`src/sv/imd_pkg.sv`:
```
`timescale 1ns / 1ps

package imd_pkg;

    // Image geometry default
    localparam int DEFAULT_IMAGE_SIDE = 256;

    // Field widths
    localparam int COORD_W   = 8;
    localparam int WEIGHT_W  = 16;
    localparam int VARIATE_W = 20;
    localparam int OP_W      = 2;

    // Sum of 8 coupling terms and one data term, Q.12, signed
    localparam int FIELD_W  = 20;
    localparam int ENERGY_W = FIELD_W + 1;

    // Wide enough for neighbor row/column arithmetic up to a side of 1024
    localparam int NB_W = 11;

    // Configuration port
    localparam int CFG_IDX_W  = 1;
    localparam int CFG_DATA_W = WEIGHT_W;
    localparam logic [CFG_IDX_W-1:0] REG_COUPLING = 1'b0;
    localparam logic [CFG_IDX_W-1:0] REG_DATA     = 1'b1;
    localparam logic signed [WEIGHT_W-1:0] COUPLING_RESET = 16'sd4096;
    localparam logic signed [WEIGHT_W-1:0] DATA_RESET     = 16'sd4096;

    // Neighbor offsets: 0 means -1, 1 means 0, 2 means +1
    localparam logic [1:0] OFF_LOW  = 2'd0;
    localparam logic [1:0] OFF_MID  = 2'd1;
    localparam logic [1:0] OFF_HIGH = 2'd2;

    typedef enum logic [OP_W-1:0] {
        OP_LOAD   = 2'd0,
        OP_UPDATE = 2'd1,
        OP_READ   = 2'd2,
        OP_NONE   = 2'd3
    } op_t;

    typedef enum logic [2:0] {
        ST_IDLE,
        ST_DISPATCH,
        ST_SCAN,
        ST_DRAIN,
        ST_DECIDE
    } state_t;

    typedef struct packed {
        logic [OP_W-1:0]      operation;
        logic [COORD_W-1:0]   pixel_row;
        logic [COORD_W-1:0]   pixel_col;
        logic                 pixel_value;
        logic [VARIATE_W-1:0] neg_log_uniform;
    } in_item_t;

    typedef struct packed {
        logic spin_value;
        logic flipped;
    } out_item_t;

    // Sequencer status toward the top level
    typedef struct packed {
        logic idle;
        logic rd_en;
        logic fire;
        logic item_ok;
    } seq_stat_t;

    // Tags that travel with a memory read into the energy unit
    typedef struct packed {
        logic clear;
        logic neighbor;
        logic center;
    } acc_ctl_t;

    // Image store access
    typedef struct packed {
        logic rd_en;
        logic noisy_we;
        logic spin_we;
        logic wdata;
    } mem_ctl_t;

endpackage

```
`src/sv/imd_energy_unit.sv`:
```
`timescale 1ns / 1ps

module imd_energy_unit import imd_pkg::*; (
    input  logic                       clk,
    input  logic                       rst_n,
    input  acc_ctl_t                   ctl,
    input  logic                       noisy_q,
    input  logic                       spin_q,
    input  logic signed [WEIGHT_W-1:0] coupling_weight,
    input  logic signed [WEIGHT_W-1:0] data_weight,
    input  logic [VARIATE_W-1:0]       neg_log_uniform,
    output logic                       spin_z,
    output logic                       flip
);

    logic                       neighbor_reg;
    logic                       center_reg;
    logic signed [FIELD_W-1:0]  field_reg;
    logic signed [FIELD_W-1:0]  field_next;
    logic                       z_reg;
    logic signed [FIELD_W-1:0]  weight_ext;
    logic signed [FIELD_W-1:0]  addend;
    logic signed [ENERGY_W-1:0] energy;
    logic signed [ENERGY_W:0]   energy_ext;
    logic signed [ENERGY_W:0]   variate_ext;

    // Tags line up with the registered memory read
    always_ff @(posedge clk or negedge rst_n)
    begin
        if (!rst_n)
        begin
            neighbor_reg <= 1'b0;
            center_reg   <= 1'b0;
        end
        else
        begin
            neighbor_reg <= ctl.neighbor;
            center_reg   <= ctl.center;
        end
    end

    // Shared adder: one signed weight per cycle, sign set by the stored bit
    always_comb
    begin
        if (center_reg)
        begin
            weight_ext = FIELD_W'(data_weight);
            addend     = noisy_q ? weight_ext : -weight_ext;
        end
        else
        begin
            weight_ext = FIELD_W'(coupling_weight);
            addend     = spin_q ? weight_ext : -weight_ext;
        end

        if (ctl.clear)
        begin
            field_next = '0;
        end
        else if (neighbor_reg || center_reg)
        begin
            field_next = field_reg + addend;
        end
        else
        begin
            field_next = field_reg;
        end
    end

    always_ff @(posedge clk)
    begin
        field_reg <= field_next;
        if (center_reg)
        begin
            z_reg <= spin_q;
        end
    end

    // energy = 2*z*field, flip when below the variate
    always_comb
    begin
        energy      = z_reg ? {field_reg, 1'b0} : -{field_reg, 1'b0};
        energy_ext  = {energy[ENERGY_W-1], energy};
        variate_ext = {2'b00, neg_log_uniform};
    end

    assign flip   = energy_ext < variate_ext;
    assign spin_z = z_reg;

endmodule

```
`config.mk`:
```
export PLATFORM = sky130hd
export DESIGN_NAME = imd_energy_unit
export DESIGN_NICKNAME = d
export VERILOG_FILES = /design/src/sv/imd_pkg.sv /design/src/sv/imd_energy_unit.sv
export SDC_FILE = /design/constraint.sdc
export NUM_CORES = 1
export LEC_CHECK = 0
export ABC_AREA = 0
export BUFFER_PORTS_ARGS = -buffer_cell sky130_fd_sc_hd__clkbuf_2
export CORE_UTILIZATION = 44
export DETAILED_ROUTE_END_ITERATION = 16
export HOLD_SLACK_MARGIN = 0.08
export PLACE_DENSITY = 0.64
export SETUP_SLACK_MARGIN = 0.2
export SLEW_MARGIN = 10
export SYNTH_ARGS = -nofsm -noshare
export SYNTH_HDL_FRONTEND = slang
export SYNTH_SLANG_ARGS = --single-unit
```
`constraint.sdc`:
```
create_clock -name clk -period 4.5 [get_ports clk]
set_input_delay 0.45 -clock clk [delete_from_list [all_inputs] [get_ports clk]]
set_output_delay 0.45 -clock clk [all_outputs]
set_load 0.01 [all_outputs]
```
==> results.txt <==
number of flops mapped to enable cells by yosys = 1
hold crit path type = in2reg
Setup Buffers After CTS = 0
Mapped Cells = 479
fin crit period = 3880 ps
clk slew on worst S/H paths = 90 ps
PwrDens = 444 nW/um^2
Clock Path Buffers = 2
post-route antenna net violation count = 0
dominant synthesized flop cell = dfxtp_1
Max IR drop VDD = 175 uV
CP Capture Type = primary output
detailed placement HPWL = 6920 um
Storage cell area = 480 um^2
Syn-to-layout area delta = 13.1%
Internal Dissipation = 893 uW
register bit total from synthesis = 23
1st-iter DRT viols = 188
Max Clock Skew = 9.88 ps
RSZ-0062 raised after global routing = false
final non-filler cell total = 630
I/O pins = 61
CP required = 4050 ps
diode count = 0
most frequent cells in the layout = 60 x a21oi_1, 60 x clkbuf_2, 58 x nor2_1, 42 x ha_1, 38 x inv_1
DIE AREA = 8150 um^2
Slew headroom = 48.3%
max reg flops = 20
Seq pwr share = 23.0%
sequential area share after synthesis = 14.0%
Switching Fraction = 48.1%
Overall Global Routing Usage = 20.9%
number of buffers created by CTS = 3
mapped cell area = 3430 um^2
Buffers on Ports = 60
clock root cell = clkbuf_8
via count = 3427
vias in the first global route = 3201
Leak = 1.89 nW
Crit Path Class = reg2out
Routed WL = 8350 um
Comb pwr share = 69.3%
Die Y = 90.3 um
status = complete, no violations
area occupied by multi-input gates = 2750 um^2
routed len/inst = 13.3 um
share of cells above drive strength 1 = 14.1%
Horiz. Die Dim = 90.3 um
Worst-Margin Slew = 774 ps
Net count, final = 634
Clock Latency Late Sink = 270 ps
CTS tree = done
CP max FO = 5
largest net degree at the start of global routing = 28
Overflow after GRT = 0
P_sw = 829 uW
CORE AREA = 7410 um^2
initial antenna violation count = 0
Util after Layout = 52.4%
FFs w/ async S/R, synth = 8.70%
total number of H-tree levels = 1
Max Cap Viol = 0
FILL cells = 763
syn_area_per_cell = 7.16 um^2
DR DRC count = 0
DR pass1 iterations = 5
gpl congestion = 0.876
Final Setup Violations = 0
Starting Density = 46.3%
global-route wire length before repair = 14500 um
Vias/cell = 5.44
Unique masters post-synth = 61
hold violation count in the final report = 0
Max Slew Vio Count = 0
period utilisation layout = 86.1%
yosys warns = 0
clock sinks = 23
max frequency = 258 MHz
CP Data Arrival Time = 3430 ps
clock power share = 7.7%
row count = 31
setup TNS = 0 ps
WHS = 287 ps
placed cells = 625
startpoint types = flop
Post-Syn Nets = 581
## metrics by stage
step | instance area, um^2 | setup slack (ps) | total power, mW
2_1_floorplan | 3430 | 734 | 1.31
3_3_place_gp | 3820 | 629 | 1.55
3_5_place_dp | 3820 | 530 | 1.58
4_1_cts | 3870 | 427 | 1.72
5_1_grt | 3880 | 272 | 1.93
6_report | 3880 | 623 | 1.72
## logic make-up (layout without fill, tap and decap cells)
group	count (synthesis)	after routing	share of synthesized area, %
AO/OA/AOI/OAI	138	138	25.3
XOR/XNOR	58	58	14.8
adder cells (fa/ha/maj)	43	43	15.9
buffers and inverters	55	107	6.05
flip-flops	23	23	14.0
multiplexers	4	4	1.24
AND/OR/NAND/NOR	158	158	22.6
## area by class of cell
class                   count  area share (%)
well taps                  99            3.19
multi-input cells         401            70.8
inverters                  38            3.68
clock buffers               4            1.16
repair buffers             65            8.77
flip-flops and latches     23            12.4
## power groups by stage
| stage | Clock [mW] | Combinational [mW] | Sequential (mW) |
|---|---|---|---|
| floorplan | 0 | 0.954 | 0.358 |
| global route | 0.147 | 1.37 | 0.412 |
| finish | 0.132 | 1.19 | 0.397 |
| CTS | 0.133 | 1.19 | 0.394 |
| global placement | 0 | 1.16 | 0.396 |
| detailed placement | 0 | 1.18 | 0.399 |
## path summary, 6_finish.rpt
path	start	to	slack, ps	depth (start not counted)
setup / recovery	field_reg[2]$_SDFFE_PP0P_	flip	620	14
hold / removal	ctl[1]	neighbor_reg$_DFF_PN0_	290	1
setup reg to reg	center_reg$_DFF_PN0_	field_reg[18]$_SDFFE_PP0P_	1060	10
hold reg to reg	field_reg[10]$_SDFFE_PP0P_	field_reg[10]$_SDFFE_PP0P_	520	2
max in group asynchronous	rst_n	center_reg$_DFF_PN0_	3910	2
min in group asynchronous	rst_n	neighbor_reg$_DFF_PN0_	490	2
## worst max-delay path, cell delays in order, from the launching register on
cell      delay, ps
dfxtp_1         380
nor2_1          190
nor4b_1         360
nor3b_2         370
a21oi_1         130
xor2_1          180
ha_1            300
a21o_1          180
a21o_1          170
a21oi_1         170
nand2_1          60
o21ai_0         230
a21oi_1         110
o221ai_1        180
clkbuf_2        160
## routing by layer
metal | vias to the layer above | track usage [%] | routed length [um]
met5 | - | 0 | 0
met4 | 0 | 3.76 | 55
met3 | 5 | 1.35 | 408
met2 | 104 | 34.9 | 3760
met1 | 1493 | 29.7 | 4130
li1 | 1825 | - | -
## cells in the mapped netlist, types with 3 or more instances
master	count	area share (%)
o21a_1	3	0.66
a211o_1	4	1.0
xnor2_1	28	7.1
nand2b_1	3	0.55
a31oi_1	10	1.8
nor3_1	19	2.8
and3_1	3	0.55
o211ai_1	3	0.66
nor2b_1	7	1.3
a21o_1	11	2.4
xor2_1	30	7.7
o21ai_0	15	2.2
nor2_1	58	6.3
nand4_1	4	0.73
a2111oi_0	4	1.0
a21oi_1	60	8.8
a211oi_1	8	1.8
inv_1	38	4.2
nor4_1	7	1.3
and2_1	3	0.55
nand2_1	34	3.7
dfxtp_1	20	12
clkbuf_1	11	1.2
ha_1	42	15
buf_1	5	0.55
## timing repair
action                                  4_1_cts  5_1_grt
hold endpoints to repair                      2        0
gates resized for setup                       0        1
endpoints found under the setup margin        0        1
hold buffers                                  1        0
Note: power is estimated with default switching activity, not from simulation.
