--- config.mk ---
export PLATFORM = sky130hd
export DESIGN_NAME = imd_sequencer
export DESIGN_NICKNAME = d
export VERILOG_FILES = /design/src/sv/imd_pkg.sv /design/src/sv/imd_sequencer.sv
export SDC_FILE = /design/constraint.sdc
export NUM_CORES = 1
export LEC_CHECK = 0
export BUFFER_PORTS_ARGS = -buffer_cell sky130_fd_sc_hd__buf_4
export CORE_MARGIN = 1
export CORE_UTILIZATION = 40
export CTS_CLUSTER_DIAMETER = 50
export DETAILED_ROUTE_END_ITERATION = 6
export PLACE_DENSITY_LB_ADDON = 0.12
export SLEW_MARGIN = 15
export SYNTH_ARGS = -nofsm -noshare
export SYNTH_HDL_FRONTEND = slang
export SYNTH_SLANG_ARGS = --single-unit
--- constraint.sdc ---
create_clock -name clk -period 12.1 [get_ports clk]
set_input_delay 1.21 -clock clk [delete_from_list [all_inputs] [get_ports clk]]
set_output_delay 1.21 -clock clk [all_outputs]
set_load 0.02 [all_outputs]
--- src/sv/imd_pkg.sv ---
`timescale 1ns / 1ps

package imd_pkg;

    // Image geometry default
    localparam int DEFAULT_IMAGE_SIDE = 256;

    // Field widths
    localparam int COORD_W   = 8;
    localparam int WEIGHT_W  = 16;
    localparam int VARIATE_W = 20;
    localparam int OP_W      = 2;

    // Sum of 8 coupling terms and one data term, Q.12, signed
    localparam int FIELD_W  = 20;
    localparam int ENERGY_W = FIELD_W + 1;

    // Wide enough for neighbor row/column arithmetic up to a side of 1024
    localparam int NB_W = 11;

    // Configuration port
    localparam int CFG_IDX_W  = 1;
    localparam int CFG_DATA_W = WEIGHT_W;
    localparam logic [CFG_IDX_W-1:0] REG_COUPLING = 1'b0;
    localparam logic [CFG_IDX_W-1:0] REG_DATA     = 1'b1;
    localparam logic signed [WEIGHT_W-1:0] COUPLING_RESET = 16'sd4096;
    localparam logic signed [WEIGHT_W-1:0] DATA_RESET     = 16'sd4096;

    // Neighbor offsets: 0 means -1, 1 means 0, 2 means +1
    localparam logic [1:0] OFF_LOW  = 2'd0;
    localparam logic [1:0] OFF_MID  = 2'd1;
    localparam logic [1:0] OFF_HIGH = 2'd2;

    typedef enum logic [OP_W-1:0] {
        OP_LOAD   = 2'd0,
        OP_UPDATE = 2'd1,
        OP_READ   = 2'd2,
        OP_NONE   = 2'd3
    } op_t;

    typedef enum logic [2:0] {
        ST_IDLE,
        ST_DISPATCH,
        ST_SCAN,
        ST_DRAIN,
        ST_DECIDE
    } state_t;

    typedef struct packed {
        logic [OP_W-1:0]      operation;
        logic [COORD_W-1:0]   pixel_row;
        logic [COORD_W-1:0]   pixel_col;
        logic                 pixel_value;
        logic [VARIATE_W-1:0] neg_log_uniform;
    } in_item_t;

    typedef struct packed {
        logic spin_value;
        logic flipped;
    } out_item_t;

    // Sequencer status toward the top level
    typedef struct packed {
        logic idle;
        logic rd_en;
        logic fire;
        logic item_ok;
    } seq_stat_t;

    // Tags that travel with a memory read into the energy unit
    typedef struct packed {
        logic clear;
        logic neighbor;
        logic center;
    } acc_ctl_t;

    // Image store access
    typedef struct packed {
        logic rd_en;
        logic noisy_we;
        logic spin_we;
        logic wdata;
    } mem_ctl_t;

endpackage

--- src/sv/imd_sequencer.sv ---
`timescale 1ns / 1ps

module imd_sequencer import imd_pkg::*; #(
    parameter int IMAGE_SIDE = DEFAULT_IMAGE_SIDE,
    localparam int ADDR_W = $clog2(IMAGE_SIDE * IMAGE_SIDE)
) (
    input  logic               clk,
    input  logic               rst_n,
    input  logic               start,
    input  op_t                op,
    input  logic [COORD_W-1:0] row,
    input  logic [COORD_W-1:0] col,
    input  logic               out_free,
    output seq_stat_t          stat,
    output acc_ctl_t           acc_ctl,
    output logic [ADDR_W-1:0]  addr
);

    localparam logic [NB_W-1:0] SIDE = NB_W'(IMAGE_SIDE);
    localparam logic [NB_W-1:0] ONE  = NB_W'(1);

    state_t     state_reg;
    state_t     state_next;
    logic [1:0] roff_reg;
    logic [1:0] roff_next;
    logic [1:0] coff_reg;
    logic [1:0] coff_next;
    logic       ok_reg;
    logic       ok_next;

    logic            item_ok;
    logic            last_pos;
    logic [1:0]      off_r;
    logic [1:0]      off_c;
    logic [NB_W-1:0] row_w;
    logic [NB_W-1:0] col_w;
    logic [NB_W-1:0] nb_row;
    logic [NB_W-1:0] nb_col;
    logic            row_in;
    logic            col_in;
    logic            at_center;

    always_ff @(posedge clk or negedge rst_n)
    begin
        if (!rst_n)
        begin
            state_reg <= ST_IDLE;
            roff_reg  <= OFF_LOW;
            coff_reg  <= OFF_LOW;
            ok_reg    <= 1'b0;
        end
        else
        begin
            state_reg <= state_next;
            roff_reg  <= roff_next;
            coff_reg  <= coff_next;
            ok_reg    <= ok_next;
        end
    end

    assign row_w    = NB_W'(row);
    assign col_w    = NB_W'(col);
    assign item_ok  = (row_w < SIDE) && (col_w < SIDE) && (op != OP_NONE);
    assign last_pos = (roff_reg == OFF_HIGH) && (coff_reg == OFF_HIGH);

    // Next state
    always_comb
    begin
        state_next = state_reg;
        case (state_reg)
            ST_IDLE:
            begin
                if (start)
                begin
                    state_next = ST_DISPATCH;
                end
            end
            ST_DISPATCH:
            begin
                if (!item_ok || op == OP_LOAD)
                begin
                    state_next = ST_DECIDE;
                end
                else
                begin
                    state_next = ST_SCAN;
                end
            end
            ST_SCAN:
            begin
                if (last_pos)
                begin
                    state_next = ST_DRAIN;
                end
            end
            ST_DRAIN:
            begin
                state_next = ST_DECIDE;
            end
            ST_DECIDE:
            begin
                if (out_free)
                begin
                    state_next = ST_IDLE;
                end
            end
            default:
            begin
                state_next = ST_IDLE;
            end
        endcase
    end

    // Window position and item check
    always_comb
    begin
        roff_next = roff_reg;
        coff_next = coff_reg;
        ok_next   = ok_reg;
        if (state_reg == ST_DISPATCH)
        begin
            roff_next = OFF_LOW;
            coff_next = OFF_LOW;
            ok_next   = item_ok;
        end
        else if (state_reg == ST_SCAN)
        begin
            if (coff_reg == OFF_HIGH)
            begin
                coff_next = OFF_LOW;
                roff_next = roff_reg + 2'd1;
            end
            else
            begin
                coff_next = coff_reg + 2'd1;
            end
        end
    end

    // Neighbor address and range
    always_comb
    begin
        off_r  = (state_reg == ST_SCAN) ? roff_reg : OFF_MID;
        off_c  = (state_reg == ST_SCAN) ? coff_reg : OFF_MID;
        nb_row = row_w + NB_W'(off_r) - ONE;
        nb_col = col_w + NB_W'(off_c) - ONE;

        case (off_r)
            OFF_LOW:  row_in = (row_w != '0);
            OFF_HIGH: row_in = (row_w + ONE) < SIDE;
            default:  row_in = 1'b1;
        endcase
        case (off_c)
            OFF_LOW:  col_in = (col_w != '0);
            OFF_HIGH: col_in = (col_w + ONE) < SIDE;
            default:  col_in = 1'b1;
        endcase

        at_center = (off_r == OFF_MID) && (off_c == OFF_MID);
    end

    assign addr = ADDR_W'(nb_row) * ADDR_W'(IMAGE_SIDE) + ADDR_W'(nb_col);

    // Outputs
    always_comb
    begin
        stat             = '0;
        acc_ctl          = '0;
        stat.item_ok     = ok_reg;
        stat.idle        = (state_reg == ST_IDLE);
        stat.fire        = (state_reg == ST_DECIDE) && out_free;
        acc_ctl.clear    = (state_reg == ST_DISPATCH);
        if (state_reg == ST_SCAN)
        begin
            stat.rd_en       = row_in && col_in;
            acc_ctl.neighbor = row_in && col_in && !at_center;
            acc_ctl.center   = at_center;
        end
    end

endmodule
==> impl_metrics.json <==
{
  "status": "finished clean",
  "area_delta_synth_final_pct": 27.65,
  "dieArea_um2": 3993,
  "cp_max_fo": 7,
  "die_h_um": 63.19,
  "max_freq_mhz": 172.6,
  "criticalPathCategory": "register to primary output",
  "via_per_inst": 4.945,
  "drc": 0,
  "mappedNetlistArea_um2": 1498,
  "grt_remaining_overflow": 0,
  "largest_register_ffs": 3,
  "ys_warn_count": 0,
  "power_switching_mw": 0.1229,
  "cp_slowest_cell": "fa_1",
  "die_w_um": 63.19,
  "track_usage": 0.1591,
  "place_congestion": 0.7972,
  "path_delay_family": "simple AND/OR/NAND/NOR gates",
  "crit_buf_inv": 2,
  "path_cells": "nand2b_1 -> nor2_1 -> nand2_1 -> ha_1 -> inv_1 -> ha_1 -> fa_1 -> nor2b_1 -> o21ai_0 -> a21oi_1 -> o21ai_0 -> nand2b_1 -> a21bo_2 -> fa_1 -> nor2b_1 -> o21ai_0 -> nor3b_1 -> xor2_1 -> buf_4",
  "drive_gt1_frac": 0.2335,
  "syn_area_per_cell_um2": 8.184,
  "layout_min_cycle_time_ns": 5.795,
  "grt_pass1_wl_mm": 5.223,
  "root_buffer": "clkbuf_8",
  "sw_frac_of_total": 0.4726,
  "ios": 45,
  "cts_sinks": 8,
  "synth_cells": 183,
  "htree_levels": 1,
  "p_clk_frac": 0.125,
  "peakVddDrop_v": 0.00008078,
  "slowest_delay_ns": 0.45,
  "finalMaxSlewViolations": 0,
  "start_util": 0.4318,
  "power_density_nw_per_um2": 136.1,
  "coreArea_um2": 3468,
  "fin_crit_sh": 0.4789,
  "wl_per_cell_um": 11.23,
  "p_leak_nw": 1.009,
  "seq_power_share": 0.194,
  "postCtsHoldBufs": 0,
  "post_synth_num_cell_types": 42,
  "antenna_found_initial": 0,
  "rsz0062_at_grt": "no",
  "grt_pass1_vias": 1267,
  "post_cts_buffers": 0,
  "routed_wl_mm": 3.066,
  "tns_ns": 0,
  "tightest_slew_ns": 0.4479,
  "rows": 21,
  "slew_headroom": 0.7003,
  "drtIter0Drc": 72,
  "min_path_type": "register to register",
  "crit_required_ns": 10.89,
  "drtAntennaViolNets": 0,
  "cts_buffers": 3,
  "dp_hpwl_mm": 2.624,
  "num_vias": 1350,
  "p_comb_frac": 0.682,
  "synth.ff_latch_count": 8,
  "cts_tree": "done",
  "yosysSeqAreaShare": 0.1337,
  "dr.pass1.iters": 4,
  "clock_skew_ns": 0.002103,
  "crit_arrival_ns": 4.59,
  "setup_viol": 0,
  "critPathLaunchType": "register",
  "drv_cap": 0,
  "cp-end-kind": "primary output",
  "fin_util": 0.5512,
  "cts_resized": 0,
  "clk_latency_ns": 0.23,
  "clk_pin_slew_ns": 0.04,
  "portBuffers": 44,
  "clk_path_buf_depth": 2,
  "grt_max_degree": 10,
  "antenna_cells": 0,
  "cp_common_cell": "o21ai_0",
  "finalHoldViolations": 0,
  "final_nets": 289,
  "syn_nets": 243,
  "internal_power_mw": 0.1372
}
==> routing by layer <==
metal	GRT usage	share of wire	vias to the layer above
met5	0	0	-
met4	0.04261	0.0029	0
met3	0.02355	0.040	4
met2	0.2809	0.48	31
met1	0.1996	0.47	611
li1	-	-	704
==> path summary, 6_finish.rpt <==
check	from	endpoint	slack, ns	cells after the start
setup / recovery	state_reg[0]	addr[14]	6.30	19
hold reg to reg	state_reg[0]	state_reg[0]	0.53	1
min in group asynchronous	rst_n	state_reg[0]	0.79	1
max in group asynchronous	rst_n	roff_reg[0]	11.18	1
setup reg to reg	state_reg[0]	roff_reg[0]	10.50	5
hold / removal	state_reg[0]	state_reg[0]	0.53	1
==> cell type report <==
cell class,count,area [µm²]
tap,46,57.56
clock buffer,3,41.29
fill,343,1556
multi-input combinational,137,1151
inverter,35,131.4
timing repair buffer,44,330.3
sequential,8,200.2
==> cells in the mapped netlist <==
master    count  area, µm²
nor4_1        2      12.51
o21bai_1      2      15.01
nor3b_1       1      7.510
fa_1          3      60.06
o311ai_2      1      16.27
o221a_2       1      11.26
a21boi_0      1      7.510
a311oi_1      1      8.760
and3_1        2      12.51
a31oi_1       2      12.51
xor2_1        6      52.55
xnor2_1      10      87.58
o21bai_2      1      11.26
a21bo_2       1      10.01
o41a_1        1      11.26
o31ai_1       1      7.510
nand2b_1      4      25.02
a21oi_2       1      8.760
buf_4         1      7.510
o41ai_1       1      8.760
nand2_1      10      37.54
nand3b_1      2      15.01
a211o_1       1      8.760
nor2_1       10      37.54
a22o_1        1      8.760
o21ai_0       5      25.02
nor2b_1       5      31.28
a21o_1        1      7.510
dfrtp_1       8      200.2
o22ai_1       1      6.260
nor3b_2       1      12.51
a211oi_1      1      7.510
mux2i_1       1      10.01
a2111o_1      1      11.26
and4_1        1      8.760
nand3_1       1      5.000
nand4_1       3      18.77
ha_1         35      437.9
clkbuf_1      2      7.510
nor3_1        7      35.03
inv_1        35      131.4
a21oi_1       8      40.04
==> cell usage in the layout, fill, tap and decap left out, drive strengths merged, types with 2 or more instances in the layout <==
| cell type | count |
|---|---|
| nor3b | 2 |
| nand4 | 3 |
| inv | 35 |
| xor2 | 6 |
| o21bai | 3 |
| nor3 | 7 |
| buf | 44 |
| dfrtp | 8 |
| xnor2 | 10 |
| a31oi | 2 |
| nand3b | 2 |
| and3 | 2 |
| a21oi | 9 |
| clkbuf | 3 |
| ha | 35 |
| nand2 | 10 |
| nor2b | 5 |
| nor4 | 2 |
| nand2b | 4 |
| fa | 3 |
| o21ai | 5 |
| nor2 | 10 |
==> worst register-to-register path: stages (launching register included) <==
cell and delay, ns:
dfrtp_1 0.42, nand2b_1 0.23, nor2_1 0.39, nand3_1 0.21, xnor2_1 0.17, nor2_1 0.06
==> per-stage QoR <==
step                      cells  hold slack (ns)  worst slack, ns  area (µm²)  power, mW
after floorplan             183           0.4811            6.612        1498     0.1680
after global placement      270           0.5083            6.443        1871     0.2256
after detailed placement    270           0.5256            6.402        1871     0.2275
after CTS                   273           0.5303            6.307        1912     0.2622
after global routing        273           0.5579            6.039        1912     0.2817
final                       273           0.5270            6.305        1912     0.2601
==> cells by family (layout without fill, tap and decap cells) <==
group / Yosys count / after routing / share of synthesized area
simple gates: 49 / 49 / 0.1729
fa+ha+maj: 38 / 38 / 0.3325
buf+inv: 38 / 82 / 0.09775
compound gates: 33 / 33 / 0.1629
xor+xnor: 16 / 16 / 0.09356
flops: 8 / 8 / 0.1337
mux: 1 / 1 / 0.006684
==> power groups by stage <==
| stage | combinational (mW) | clock, mW | sequential [mW] |
|---|---|---|---|
| global route | 0.195 | 0.0346 | 0.0519 |
| detailed placement | 0.177 | 0 | 0.0504 |
| floorplan | 0.125 | 0 | 0.0430 |
| CTS | 0.179 | 0.0334 | 0.0501 |
| global placement | 0.176 | 0 | 0.0499 |
| finish | 0.177 | 0.0325 | 0.0503 |
No activity file was read; power rests on OpenSTA's default activity.
